## src/sv/assert_macros.svh

```systemverilog
// assertion macros used by nearest_repeat_pair_finder
`ifndef ASSERT_MACROS_SVH
`define ASSERT_MACROS_SVH

`ifndef NO_ASSERTIONS

// antecedent implies consequent in the same cycle
`define NRP_ASSERT_IMP(lbl, clk, rst_n, ante, cons) \
  lbl: assert property (@(posedge clk) disable iff (!rst_n) (ante) |-> (cons)) \
    else $error("assertion failed");

// antecedent implies consequent in the next cycle
`define NRP_ASSERT_NXT(lbl, clk, rst_n, ante, cons) \
  lbl: assert property (@(posedge clk) disable iff (!rst_n) (ante) |=> (cons)) \
    else $error("assertion failed");

`else

`define NRP_ASSERT_IMP(lbl, clk, rst_n, ante, cons)
`define NRP_ASSERT_NXT(lbl, clk, rst_n, ante, cons)

`endif

`endif

```

## src/sv/nrp_pkg.sv

```systemverilog
// shared constants and types of the nearest repeat pair finder
package nrp_pkg;

  localparam int KEY_BITS_DEF   = 10;
  localparam int INDEX_BITS_DEF = 16;
  localparam int EPOCH_BITS     = 8;
  localparam int WORD_ID_W      = 10;
  localparam int OUT_IDX_W      = 16;

  // table write control from the sequence logic
  typedef struct packed {
    logic wr_en;
    logic start_clear;
  } tbl_ctl_t;

endpackage

```

## src/sv/nrp_core.sv

```systemverilog
// sequence state: position counter, best pair, overflow and epoch
module nrp_core #(
  parameter int KEY_BITS   = nrp_pkg::KEY_BITS_DEF,
  parameter int INDEX_BITS = nrp_pkg::INDEX_BITS_DEF,
  parameter int ENTRY_W    = nrp_pkg::EPOCH_BITS + INDEX_BITS
) (
  input  logic                  clk,
  input  logic                  rst_n,
  input  logic                  fire,
  input  logic                  last,
  input  logic [ENTRY_W-1:0]    rd_data,
  input  logic                  fwd_hit,
  input  logic [INDEX_BITS-1:0] fwd_pos,
  output logic [INDEX_BITS-1:0] cur_pos,
  output logic                  epoch_max,
  output logic [INDEX_BITS-1:0] res_first,
  output logic [INDEX_BITS-1:0] res_second,
  output logic                  res_ovf,
  output nrp_pkg::tbl_ctl_t     tbl_ctl,
  output logic [ENTRY_W-1:0]    wr_data
);

  localparam int EB = nrp_pkg::EPOCH_BITS;
  localparam int DW = INDEX_BITS + 1;

  logic [INDEX_BITS-1:0] pos_cnt_r, pos_cnt_nxt;
  logic [INDEX_BITS-1:0] best_first_r, best_first_nxt;
  logic [INDEX_BITS-1:0] best_second_r, best_second_nxt;
  logic [DW-1:0]         best_dist_r, best_dist_nxt;
  logic                  ovf_r, ovf_nxt;
  logic [EB-1:0]         epoch_r, epoch_nxt;

  logic                  at_top;
  logic                  prev_seen;
  logic [INDEX_BITS-1:0] prev_pos;
  logic [DW-1:0]         pair_gap;
  logic                  take;

  assign at_top    = (pos_cnt_r == {INDEX_BITS{1'b1}});
  assign epoch_max = (epoch_r == {EB{1'b1}});

  // the item ahead wrote this key after our read was issued: use its position
  assign prev_seen = fwd_hit || (rd_data[ENTRY_W-1:INDEX_BITS] == epoch_r);
  assign prev_pos  = fwd_hit ? fwd_pos : rd_data[INDEX_BITS-1:0];
  assign pair_gap  = (pos_cnt_r >= prev_pos)
                   ? ({1'b0, pos_cnt_r} - {1'b0, prev_pos}) : '0;
  assign take      = prev_seen && (pair_gap < best_dist_r);

  assign cur_pos    = pos_cnt_r;
  assign res_first  = take ? prev_pos  : best_first_r;
  assign res_second = take ? pos_cnt_r : best_second_r;
  assign res_ovf    = ovf_r || at_top;

  assign tbl_ctl.wr_en       = fire;
  assign tbl_ctl.start_clear = fire && last && epoch_max;
  assign wr_data             = {epoch_r, pos_cnt_r};

  always_comb begin
    pos_cnt_nxt     = pos_cnt_r;
    best_first_nxt  = best_first_r;
    best_second_nxt = best_second_r;
    best_dist_nxt   = best_dist_r;
    ovf_nxt         = ovf_r;
    epoch_nxt       = epoch_r;
    if (fire) begin
      if (last) begin
        pos_cnt_nxt     = '0;
        best_first_nxt  = '0;
        best_second_nxt = '0;
        best_dist_nxt   = '1;
        ovf_nxt         = 1'b0;
        // epoch zero marks cleared entries, so a wrap skips to one
        epoch_nxt       = epoch_max ? EB'(1) : epoch_r + 1'b1;
      end else begin
        pos_cnt_nxt     = at_top ? pos_cnt_r : pos_cnt_r + 1'b1;
        ovf_nxt         = res_ovf;
        best_first_nxt  = res_first;
        best_second_nxt = res_second;
        if (take) begin
          best_dist_nxt = pair_gap;
        end
      end
    end
  end

  always_ff @(posedge clk) begin
    if (!rst_n) begin
      pos_cnt_r     <= '0;
      best_first_r  <= '0;
      best_second_r <= '0;
      best_dist_r   <= '1;
      ovf_r         <= 1'b0;
      epoch_r       <= EB'(1);
    end else begin
      pos_cnt_r     <= pos_cnt_nxt;
      best_first_r  <= best_first_nxt;
      best_second_r <= best_second_nxt;
      best_dist_r   <= best_dist_nxt;
      ovf_r         <= ovf_nxt;
      epoch_r       <= epoch_nxt;
    end
  end

endmodule

```

## config.mk

```make
export PLATFORM = sky130hd
export DESIGN_NAME = nrp_core
export DESIGN_NICKNAME = d
export VERILOG_FILES = /design/src/sv/assert_macros.svh /design/src/sv/nrp_pkg.sv /design/src/sv/nrp_core.sv
export SDC_FILE = /design/constraint.sdc
export NUM_CORES = 1
export LEC_CHECK = 0
export BUFFER_PORTS_ARGS = -buffer_cell sky130_fd_sc_hd__buf_2
export CAP_MARGIN = 20
export CORE_ASPECT_RATIO = 1.4
export CORE_MARGIN = 2
export CORE_UTILIZATION = 45
export DETAILED_ROUTE_END_ITERATION = 6
export PLACE_DENSITY = 0.69
export SLEW_MARGIN = 20
export SYNTH_ARGS = -nofsm -noshare
export SYNTH_HDL_FRONTEND = slang
export SYNTH_SLANG_ARGS = --single-unit
```

## constraint.sdc

```tcl
create_clock -name clk -period 12.92 [get_ports clk]
set_clock_uncertainty 0.2 [all_clocks]
set_input_delay 1.292 -clock clk [delete_from_list [all_inputs] [get_ports clk]]
set_output_delay 1.292 -clock clk [all_outputs]
set_load 0.05 [all_outputs]
```

[After elaboration in Yosys (flattened, before gate mapping)]
Cells that the tools add are included.
Storage, ports and cells
  input bits: 45
  bits in registers: 74
  output and inout bits: 76
  logic and storage cells: 36
Cells by class
  mux-type cells: 12
  reduce and logical (&&, ||, !) cells: 9
  equality and inequality tests: 4
  order comparisons: 2
  $add $sub $neg: 3
Operator list (count)
  16-bit 2-to-1 mux: 7
  17-bit 2-to-1 mux: 3
  17-bit < comparator: 1
  16-bit by 16-bit subtractor with 17-bit output: 1
  16-bit by 1-bit adder with 16-bit output (second input constant): 1
  16-bit == test (second input constant): 1
  16-bit >= comparator: 1
  8-bit by 1-bit adder with 8-bit output (second input constant): 1
  8-bit == test: 1
  8-bit == test (second input constant): 1
  8-bit 2-to-1 mux: 1
  2-bit AND reduction: 3
  1-bit logical AND: 3
  1-bit logical OR: 2
  2-bit != test (second input constant): 1
  2-bit nonzero test: 1
  1-bit 2-to-1 mux: 1

[Longest topological paths before layout]
Gate-level depths: netlist (run 1).
  depth after elaboration: 7
  depth in mapped cells: 23
  depth with buffers taken out: 18

[Worst setup path before layout (run 1)]
No wires, ideal clock.
  kind: input to output
  start: input fwd_hit
  end: output res_first[15]
  required time: 11428 ps
  arrival: 6879 ps
  buffers on the path: 6
  path slack: 4549 ps
  stages on the path: 20
  cell sequence: clkbuf_1 > clkbuf_1 > mux2i_1 > ha_1 > a211o_1 > a2111oi_4 > nand2_1 > o21ai_1 > buf_2 > buf_1 > buf_1 > nor2_1 > ha_1 > a21oi_1 > nand2_1 > a211o_1 > a2111oi_4 > clkbuf_1 > a21oi_1 > a21oi_1
On the way
  cells in the longest elaborated chain, start to end: 6
  elaborated cells on any way between the ends: 8
  those cells by class: add/sub (1); order compare (2); mux (3); reduce/logical (2)
RTL lines
  start: declaration: line nrp_core.sv:12  | input logic fwd_hit,
  16-bit 2-to-1 mux: line nrp_core.sv:44  | assign prev_pos = fwd_hit ? fwd_pos : rd_data[INDEX_BITS-1:0];
  16-bit by 16-bit subtractor with 17-bit output or 16-bit >= comparator (tied branches): line nrp_core.sv:46, nrp_core.sv:45
  17-bit 2-to-1 mux: line nrp_core.sv:46  | ? ({1'b0, pos_cnt_r} - {1'b0, prev_pos}) : '0;
  17-bit < comparator: line nrp_core.sv:47  | assign take = prev_seen && (pair_gap < best_dist_r);
  1-bit logical AND: line nrp_core.sv:47
  16-bit 2-to-1 mux *: line nrp_core.sv:50  | assign res_first = take ? prev_pos : best_first_r;
  end: declaration: line nrp_core.sv:16  | output logic [INDEX_BITS-1:0] res_first,
Mark *: on every way between the ends. The rest lies on a longest branch, timed or not.

[Worst setup path in the final report (run 1)]
  start: input fwd_hit
  end: output res_first[0]
The elaborated chain is that of the path after synthesis.

==> out/summary.txt, run 1 <==
Status - completed
CP Data Required Time - 11.43 ns
Max_slew headroom - 28.5%
DRT iter0 DRCs - 331
Top_reg_cell synth - dfxtp_1
Grt ovf - 0
TritonRoute pass-1 iters - 5
Util after Layout - 53.4%
CTS resizes - 0
Share of the synthesized area in the top cell type - 27.6%
Worst EP arrival - 7.35 ns
Slew at the pin closest to its max-slew limit - 1.07 ns
DIE AREA - 12800 um^2
M3 GR Usage - 4.07%
P_int - 424 uW
Std-Cell Rows - 47
Final period utilization - 68.4%
Type of the worst setup path - in -> out
Clk buf depth - 2
Dpl hpwl - 12.7 mm
Hold_buf cts - 0
Fmax - 113 MHz
Placement-stage cell area - 5880 um^2
Total Routed Length - 17.6 mm
Setup TNS - 0 ns
Area grow syn2layout - 16.5%
Clk sink count - 74
Largest area contributor in the netlist - dfxtp_1
VDD IR max - 0.0000644 V
Largest net degree at the start of global routing - 51
RSZ-0062 raised after global routing - false
CP max-delay cell - nor2_4
Net Sw Frac - 30.7%
Worst-path cell chain - buf_2 -> mux2i_1 -> ha_1 -> a21oi_1 -> o221a_2 -> o31a_1 -> o31ai_1 -> xnor2_1 -> nor2_1 -> ha_1 -> nand4_1 -> nor2_1 -> a211o_1 -> a2111oi_4 -> buf_4 -> inv_2 -> nor2_4 -> buf_16 -> mux2_2 -> buf_2
Yosys cell types - 59
All-Layer GR Usage - 27.8%
DRT antenna net count - 0
Routability-driven placement congestion ratio - 0.950
Sequential area share after synthesis - 27.6%
Number of H-tree levels - 3
Number of buffers and inverters on the critical path - 5
Avg Inst Size Synth - 7.91 um^2
Clock power share - 43.2%
Pleak - 2.76 nW
Reg power frac - 39.0%
Clock Latency Late Sink - 0.34 ns
Buffers added on ports - 120
Met1 usage in global routing - 33.6%
Synth top area cells - dfxtp_1 (28%), ha_1 (7.9%), a21oi_1 (5.1%)
Mapped Area - 5360 um^2
Mapped Cells - 678
Switching pwr - 188 uW
Final Setup Violations - 0
Power Total - 612 uW
I/O pin cnt - 121
Routed vias/inst - 6.20
Pins Over Slew Limit - 0
DRC violations left - 0
Starting Density - 45.8%
Max_cap viols - 0
CTS clock-pin slew for the worst setup and hold paths - 0.06 ns
Busiest metal layer after global routing - met2
Die height - 133 um
Period minus WS final - 8.84 ns
CP Capture Type - output pin
Core Box Area - 11700 um^2
Vias in the first global route - 5328
Clock root cell - clkbuf_16
DR vias - 5594
First-pass GRT wire length - 27.9 mm
Drt wl/cell - 19.5 um
Hold Path Class - reg -> reg
CP delay by family, top - buffers and inverters
YS warnings - 0
N_diodes - 0
# fillers - 1093
Cell Pwr Density - 98.1 nW/um^2
CTS tree - built
Pre-CTS setup slack - 4.02 ns
Met2 GRT Util - 45.5%
CP max FO - 34
Final net count - 830
Initial antenna violation count - 0
Critical Path Start Type - input port
Final Hold Viols - 0
Fin worst setup slack - 4.08 ns
Gate power share - 17.8%
Final instance area - 6240 um^2
Delay of the slowest critical-path stage - 0.66 ns
Post-synth net total - 758
Yosys reg bits - 74
CTS Buf Count - 9
Post-synth EDFFs - 0
Share of post-route cells with drive strength above 1 - 22.3%
Setup bufs post-CTS - 0
DIE WIDTH - 96.2 um
Async set-reset flop share out of synthesis - 0%
-- cells in the mapped netlist (10+ instances only) --
cell and instances:
inv_1 22, xnor2_1 16, mux2_2 16, o21ai_0 27, dfxtp_1 74, ha_1 34, buf_4 18, clkbuf_1 35
nor2_1 51, mux2i_1 15, nand3_1 54, xor2_1 21, a21oi_1 55, buf_2 10, a31oi_1 19, o211ai_1 32
o311ai_1 10, or4_1 15, nand4_1 25, nand2_1 48
-- kinds of logic (layout without fill, tap and decap cells) --
group	Yosys count	in the layout	synth area share, %
xor gates and xnor gates	37	37	6.05
adders and majority gates	35	35	8.31
buffers and inverters	91	168	7.87
AOI/OAI and AO/OA	177	177	22.0
DFF	74	74	27.6
and+or+nand+nor	231	231	21.6
muxes	33	33	6.58
-- worst reg2reg max path, cell delays in order, from the launching register on --
cell and delay, ns:
dfxtp_1 0.55, ha_1 0.39, a211o_1 0.39, a2111oi_4 0.36, nand2_1 0.11, o21ai_2 0.12, buf_4 0.31, nor2_1 0.11
ha_1 0.30, a21oi_1 0.15, o21ai_0 0.13, a221oi_1 0.65, a211o_1 0.28, a31o_2 0.66, nand2_1 0.51, o311ai_0 0.44
-- layout make-up --
cell class	instances	area [um^2]	share of cell area [%]
clock buffers	10	239	3.83
flip-flops and latches	74	1480	23.7
well taps	147	184	2.95
repair buffers	126	686	11.0
clock inverters	6	72.6	1.16
multi-input cells	513	3480	55.8
inverters	26	97.6	1.56
-- per-layer routing --
metal / vias to the layer above / wire, um
li1: 2633 / -
met1: 2658 / 6750
met2: 242 / 8700
met3: 61 / 1010
met4: 0 / 1120
met5: - / 0
-- power by group through the flow --
stage	clock [mW]	sequential, mW	combinational (mW)
after floorplan	0	0.245	0.0722
after global placement	0	0.244	0.104
final	0.264	0.239	0.109
after global routing	0.274	0.240	0.116
after CTS	0.266	0.239	0.106
after detailed placement	0	0.244	0.105
-- sequential cells by signal, indices dropped and copies added (netlist names) --
signal and count:
best_dist_r 17, best_first_r 16, best_second_r 16, cur_pos 16, epoch_r 8, ovf_r 1
-- per-stage QoR --
| step | cells | hold WS (ns) |
|---|---|---|
| after floorplan | 678 | 0.228 |
| after CTS | 900 | 0.267 |
| after global placement | 884 | 0.242 |
| after detailed placement | 884 | 0.249 |
| final | 902 | 0.272 |
| after global routing | 902 | 0.284 |
-- cell usage in the layout (no fill, tap or decap), types with 25 or more instances in the layout --
cell	count
buf_2	120
dfxtp_1	74
a21oi_1	55
nand3_1	54
nor2_1	50
nand2_1	48
ha_1	34
o211ai_1	32
o21ai_0	27
nand4_1	25
-- path summary, 6_finish.rpt --
kind                            depth (start not counted)        endpoint  slack, ns        start
worst max-delay path                                   20    res_first[0]       4.08      fwd_hit
worst min-delay path                                    2           ovf_r       0.27        ovf_r
worst max register to register                         15  best_dist_r[2]       7.14  cur_pos[10]
worst min register to register                          2           ovf_r       0.27        ovf_r
No activity file was read; power rests on OpenSTA's default activity.
==> inputs of run 2 (changes only) <==
Clock period 12.92 ns to 8.55 ns, I/O delays scaled along.
==> run 2 against run 1 <==
  * Setup slack worse by 3.1 ns
  * Combinational power is 48% higher
  * Die area stayed put
  * Sequential share of layout area is 0.14 points higher
  * Sequential power is 51% higher
  * Core utilization is 0.32 points lower
  * Clock power is 36% higher
  * Critical path type unchanged
  * Via count hardly changed
  * Design area is 0.60% lower
  * Total power is 44% higher
  * Register-to-register slack worse by 4.4 ns
  * Sequential cell count stayed put
==> out/summary.txt, run 2 (same netlist as run 1, synthesis figures left out) <==
Die height - 133 um (unchanged)
Buffers added on ports - 120 (unchanged)
Slew at the pin closest to its max-slew limit - 0.988 ns (-0.0808 ns)
Hold Path Stages - 2 (unchanged)
Delay of the slowest critical-path stage - 0.69 ns (+0.03 ns)
Final period utilization - 88.5%
DIE WIDTH - 96.2 um (unchanged)
Pins Over Slew Limit - 0 (unchanged)
Met2 WL - 8.41 mm (-3.3%)
Setup bufs post-CTS - 0 (unchanged)
Routed vias/inst - 6.18 (-0.30%)
Max_slew headroom - 33.9% (+5.4 points)
VDD IR max - 0.0000935 V (+45%)
Core Box Area - 11700 um^2 (unchanged)
Internal reg-to-reg setup slack - 2.78 ns (-4.36 ns)
Final Setup Violations - 0 (unchanged)
DR vias - 5596 (+0.036%)
Total Routed Length - 17.1 mm (-2.6%)
First-pass GRT wire length - 27.1 mm (-2.9%)
Depth of the most critical reg-to-reg path - 15 (unchanged)
P_int - 600 uW (+41%)
Clock Latency Late Sink - 0.35 ns (about the same)
I/O pin cnt - 121 (unchanged)
Max reg flops - 17 (unchanged)
Worst setup path end - res_first[2]
Reg power frac - 41.0% (+2.0 points)
Fmax - 132 MHz
Biggest register - best_dist_r
Worst r2r dst - best_dist_r[2]
Worst EP arrival - 6.51 ns (-0.84 ns)
Placed Instances - 888 (+0.45%)
CP Data Required Time - 7.50 ns (-3.93 ns)
Most common cell after layout, fill and taps aside - buf_2
Std-Cell Rows - 47 (unchanged)
All-Layer GR Usage - 27.0% (-0.82 points)
Gate power share - 18.3% (+0.5 points)
CTS clock-pin slew for the worst setup and hold paths - 0.06 ns (about the same)
DRC violations left - 0 (unchanged)
Hold_buf cts - 0 (unchanged)
CP max-delay cell - o21ai_2
Setup TNS - 0 ns (unchanged)
Clock power share - 40.7% (-2.5 points)
DRT iter0 DRCs - 444 (+34%)
Min-delay src - ovf_r
Util after Layout - 53.0% (-0.32 points)
# fillers - 1121 (+2.6%)
Switching pwr - 280 uW (+49%)
Period minus WS final - 7.57 ns
CP max FO - 22 (-35%)
CTS Buf Count - 9 (unchanged)
Largest net degree at the start of global routing - 48 (-5.9%)
Number of H-tree levels - 3 (unchanged)
Max layer used - met4
Most used cell, CP - a21oi_1
Worst R2R Start - cur_pos[10]
Starting Density - 45.8% (unchanged)
CTS tree - built
Metal3 WL - 1.10 mm (+9.6%)
Critical Path Start Type - input port
Clock root cell - clkbuf_16
RSZ-0062 raised after global routing - false
Share of post-route cells with drive strength above 1 - 22.6% (+0.31 points)
TritonRoute pass-1 iters - 6 (+1)
Max_cap viols - 0 (unchanged)
Grt ovf - 0 (unchanged)
CP Capture Type - output pin
Worst-path cell chain - buf_2 -> mux2i_1 -> ha_1 -> a211o_1 -> a2111oi_4 -> nand2_1 -> o21ai_2 -> buf_4 -> nor2b_1 -> ha_1 -> a21oi_1 -> o21ai_0 -> a221oi_1 -> a211o_1 -> a31o_2 -> a21oi_1 -> a21oi_1 -> buf_2
DIE AREA - 12800 um^2 (unchanged)
Worst setup path start - fwd_hit
Hold Path Class - reg -> reg
Initial antenna violation count - 0 (unchanged)
Area grow syn2layout - 15.8%
Final net count - 833 (+0.36%)
Clk buf depth - 2 (unchanged)
Drt wl/cell - 18.9 um (-3.0%)
Power Total - 880 uW (+44%)
Dpl hpwl - 12.3 mm (-3.4%)
Finished Layout Cells - 905 (+0.33%)
Vias in the first global route - 5330 (+0.038%)
Routability-driven placement congestion ratio - 0.916 (-3.5%)
CTS resizes - 0 (unchanged)
Type of the worst setup path - in -> out
DRT antenna net count - 0 (unchanged)
Cell Pwr Density - 142 nW/um^2 (+45%)
Pleak - 2.75 nW (-0.47%)
Met1 Wirelength - 6.76 mm (+0.12%)
Hold WS - 0.291 ns (+0.0192 ns)
Net Sw Frac - 31.8% (+1.1 points)
Final Hold Viols - 0 (unchanged)
N_diodes - 0 (unchanged)
Most frequent cells in the layout - buf_2 (120), dfxtp_1 (74), a21oi_1 (55)
Status - completed
Clk sink count - 74 (unchanged)
-- run 2: metrics by stage --
step	worst slack, ns	instance area, um^2
after floorplan	1.05	5360
final	0.981	6210
after global placement	1.19	5910
after CTS	1.03	6180
after global routing	0.615	6210
after detailed placement	1.05	5910
-- run 2: how the worst min path moves through the flow --
stage,endpoint,slack [ns]
final,ovf_r,0.29
after global routing,ovf_r,0.31
after CTS,ovf_r,0.29
after detailed placement,ovf_r,0.27
after global placement,ovf_r,0.24
after floorplan,ovf_r,0.23
-- run 2: final cells by class --
class / count / area, um^2 / area share, %
multi-input cells: 513 / 3480 / 56.1
flip-flops and latches: 74 / 1480 / 23.9
repair buffers: 129 / 688 / 11.1
clock buffers: 10 / 229 / 3.69
well taps: 147 / 184 / 2.96
inverters: 26 / 97.6 / 1.57
clock inverters: 6 / 42.5 / 0.685
-- run 2: critical path, delay by kind of cell --
family,cells,cell delay [ns]
AND/OR/NAND/NOR,2,0.19
AO/OA/AOI/OAI,10,3.48
adder cells (fa/ha/maj),2,0.54
multiplexers,1,0.34
buffers and inverters,3,1.07
-- run 2: layer usage --
metal / vias to the layer above / track usage [%]
met4: 0 / 14.8
met1: 2624 / 33.1
met2: 271 / 44.5
li1: 2649 / -
met3: 52 / 3.85
met5: - / 0
-- run 2: power by group through the flow --
stage / Combinational [mW] / Sequential [mW] / Clock [mW]
global placement: 0.154 / 0.368 / 0
floorplan: 0.109 / 0.371 / 0
CTS: 0.158 / 0.361 / 0.359
finish: 0.161 / 0.361 / 0.358
global route: 0.173 / 0.362 / 0.373
detailed placement: 0.157 / 0.368 / 0
==> inputs of run 3 (changes only) <==
Settings changed: PLACE_DENSITY 0.69 to 0.73.
==> run 3 against run 2 <==
  * Sequential cell count stayed put
  * Critical path depth unchanged
  * Maximum frequency is 0.51% lower
  * Clock power grew 7.3%
  * Total power increased by 2.9%
  * Highest routed layer unchanged
  * First-iteration DRC count decreased by 33%
  * Via count decreased by 0.73%
  * Sequential share of layout area fell by 0.072 points
  * Design area up 0.30%
  * Cell count decreased by 0.11%
==> out/summary.txt, run 3 (same netlist as run 1, synthesis figures left out) <==
Worst r2r dst - best_dist_r[2]
Starting Density - 45.8% (unchanged)
Area grow syn2layout - 16.1%
Critical Path Start Type - input port
DRC violations left - 0 (unchanged)
Setup TNS - 0 ns (unchanged)
CP max FO - 31 (+41%)
Vias in the first global route - 5451 (+2.3%)
DRT iter0 DRCs - 298 (-33%)
Hold Path Class - reg -> reg
Die height - 133 um (unchanged)
Biggest register - best_dist_r
DIE WIDTH - 96.2 um (unchanged)
Clk sink count - 74 (unchanged)
First-pass GRT wire length - 26.8 mm (-1.1%)
Power Total - 905 uW (+2.9%)
Final period utilization - 89.0% (+0.45 points)
Endpoint with the worst hold slack - ovf_r
CTS tree - built
Clock Latency Late Sink - 0.34 ns (about the same)
Slew at the pin closest to its max-slew limit - 1.04 ns (+0.0490 ns)
Final Setup Violations - 0 (unchanged)
Largest net degree at the start of global routing - 48 (unchanged)
DIE AREA - 12800 um^2 (unchanged)
Period minus WS final - 7.61 ns (+0.0387 ns)
Drt wl/cell - 18.8 um (-0.68%)
M3 GR Usage - 4.13% (+0.28 points)
Setup bufs post-CTS - 0 (unchanged)
Placed Instances - 887 (-0.11%)
Type of the worst setup path - in -> out
Initial antenna violation count - 0 (unchanged)
Delay of the slowest critical-path stage - 0.60 ns (-0.09 ns)
All-Layer GR Usage - 26.6% (-0.40 points)
Met2 GRT Util - 45.0% (+0.46 points)
Clk buf depth - 2 (unchanged)
Grt ovf - 0 (unchanged)
CTS Buf Count - 9 (unchanged)
Number of buffers and inverters on the critical path - 4 (+1)
TritonRoute pass-1 iters - 5 (-1)
Core Box Area - 11700 um^2 (unchanged)
Placement-stage cell area - 5900 um^2 (-0.13%)
Most frequent cells in the layout - buf_2 (120), dfxtp_1 (74), a21oi_1 (55)
Clock root cell - clkbuf_16
Max reg flops - 17 (unchanged)
Depth of the most critical reg-to-reg path - 15 (unchanged)
Routability-driven placement congestion ratio - 0.975 (+6.4%)
Worst-path cell chain - buf_2 -> mux2i_1 -> ha_1 -> a211o_1 -> a2111oi_4 -> nand2_1 -> o21ai_2 -> buf_4 -> nor2_1 -> ha_1 -> and4_1 -> a221oi_1 -> a211o_1 -> a31oi_4 -> nor2_4 -> buf_4 -> mux2_2 -> buf_2
Min-delay src - ovf_r
VDD IR max - 0.000104 V (+11%)
CTS clock-pin slew for the worst setup and hold paths - 0.06 ns (about the same)
Final instance area - 6220 um^2 (+0.30%)
RSZ-0062 raised after global routing - false
Hold Path Stages - 2 (unchanged)
CP max-delay cell - a221oi_1
Total Routed Length - 17.0 mm (-0.79%)
Cell Pwr Density - 145 nW/um^2 (+2.6%)
Pleak - 2.75 nW (about the same)
Met1 usage in global routing - 30.3% (-2.8 points)
DRT antenna net count - 0 (unchanged)
Busiest metal layer after global routing - met2
Std-Cell Rows - 47 (unchanged)
CP Data Required Time - 7.50 ns (about the same)
Pins Over Slew Limit - 0 (unchanged)
Status - completed
Fmax - 131 MHz (-0.51%)
CP Capture Type - output pin
Number of H-tree levels - 3 (unchanged)
I/O pin cnt - 121 (unchanged)
Worst R2R Start - cur_pos[10]
N_diodes - 0 (unchanged)
Final net count - 832 (-0.12%)
CP delay by family, top - compound AO/OA/AOI/OAI gates
Routed vias/inst - 6.14 (-0.62%)
# fillers - 1091 (-2.7%)
Buffers added on ports - 120 (unchanged)
Max_cap viols - 0 (unchanged)
Max_slew headroom - 30.4% (-3.5 points)
Share of post-route cells with drive strength above 1 - 22.5% (-0.10 points)
Hold_buf cts - 0 (unchanged)
Most common cell after layout, fill and taps aside - buf_2
DR vias - 5555 (-0.73%)
CTS resizes - 0 (unchanged)
Worst EP arrival - 6.55 ns (+0.04 ns)
Internal reg-to-reg setup slack - 2.83 ns (+0.05 ns)
Final Hold Viols - 0 (unchanged)
Dpl hpwl - 12.3 mm (+0.42%)
Finished Layout Cells - 904 (-0.11%)
## run 3: cell types whose count changed in the layout (fill, tap and decap cells not counted), sizes merged
cell | before | now
inv | 25 | 24
clkinv | 5 | 4
bufinv | 0 | 1
buf | 129 | 128
clkinvlp | 2 | 3
## run 3: worst min-delay path, delay by kind of cell, from the launching register on
family | cells | cell delay, ns
AOI/OAI and AO/OA | 1 | 0.04
and+or+nand+nor | 1 | 0.07
DFF | 1 | 0.32
## run 3: cell type report
class,instances,area (um^2),share of cell area [%]
sequential,74,1480,23.8
timing repair buffer,128,681,10.9
inverter,26,97.6,1.57
tap,147,184,2.95
multi-input combinational,513,3490,56.0
clock buffer,10,229,3.68
clock inverter,6,66.3,1.07
## run 3: stage by stage
| stage | hold WS, ns | util (%) | setup slack, ns |
|---|---|---|---|
| global route | 0.298 | 53.2 | 0.463 |
| global placement | 0.243 | 50.4 | 1.16 |
| CTS | 0.269 | 52.9 | 0.969 |
| floorplan | 0.228 | - | 1.05 |
| finish | 0.264 | 53.2 | 0.943 |
| detailed placement | 0.252 | 50.4 | 0.966 |
## run 3: worst max path at each step
stage	startpoint	to	slack, ns	cells after the start
5_1_grt	fwd_hit	res_first[0]	0.46	18
3_5_place_dp	fwd_hit	res_first[0]	0.97	18
3_3_place_gp	fwd_hit	res_first[0]	1.16	18
2_1_floorplan	fwd_hit	res_first[15]	1.05	20
4_1_cts	fwd_hit	res_first[0]	0.97	18
6_report	fwd_hit	res_first[0]	0.94	18
## run 3: layer usage
metal / wire length [um] / share of wire [%] / vias to the layer above
met5: 0 / 0 / -
met4: 847 / 5.0 / 0
met3: 813 / 4.8 / 53
met2: 8690 / 51 / 202
met1: 6620 / 39 / 2646
li1: - / - / 2654
## run 3: power by group
part	internal, mW	switching (mW)	total, mW	leakage, nW
Clock	0.227	0.157	0.384	0.135
Combinational	0.0493	0.111	0.160	2.01
Sequential	0.353	0.00711	0.361	0.601
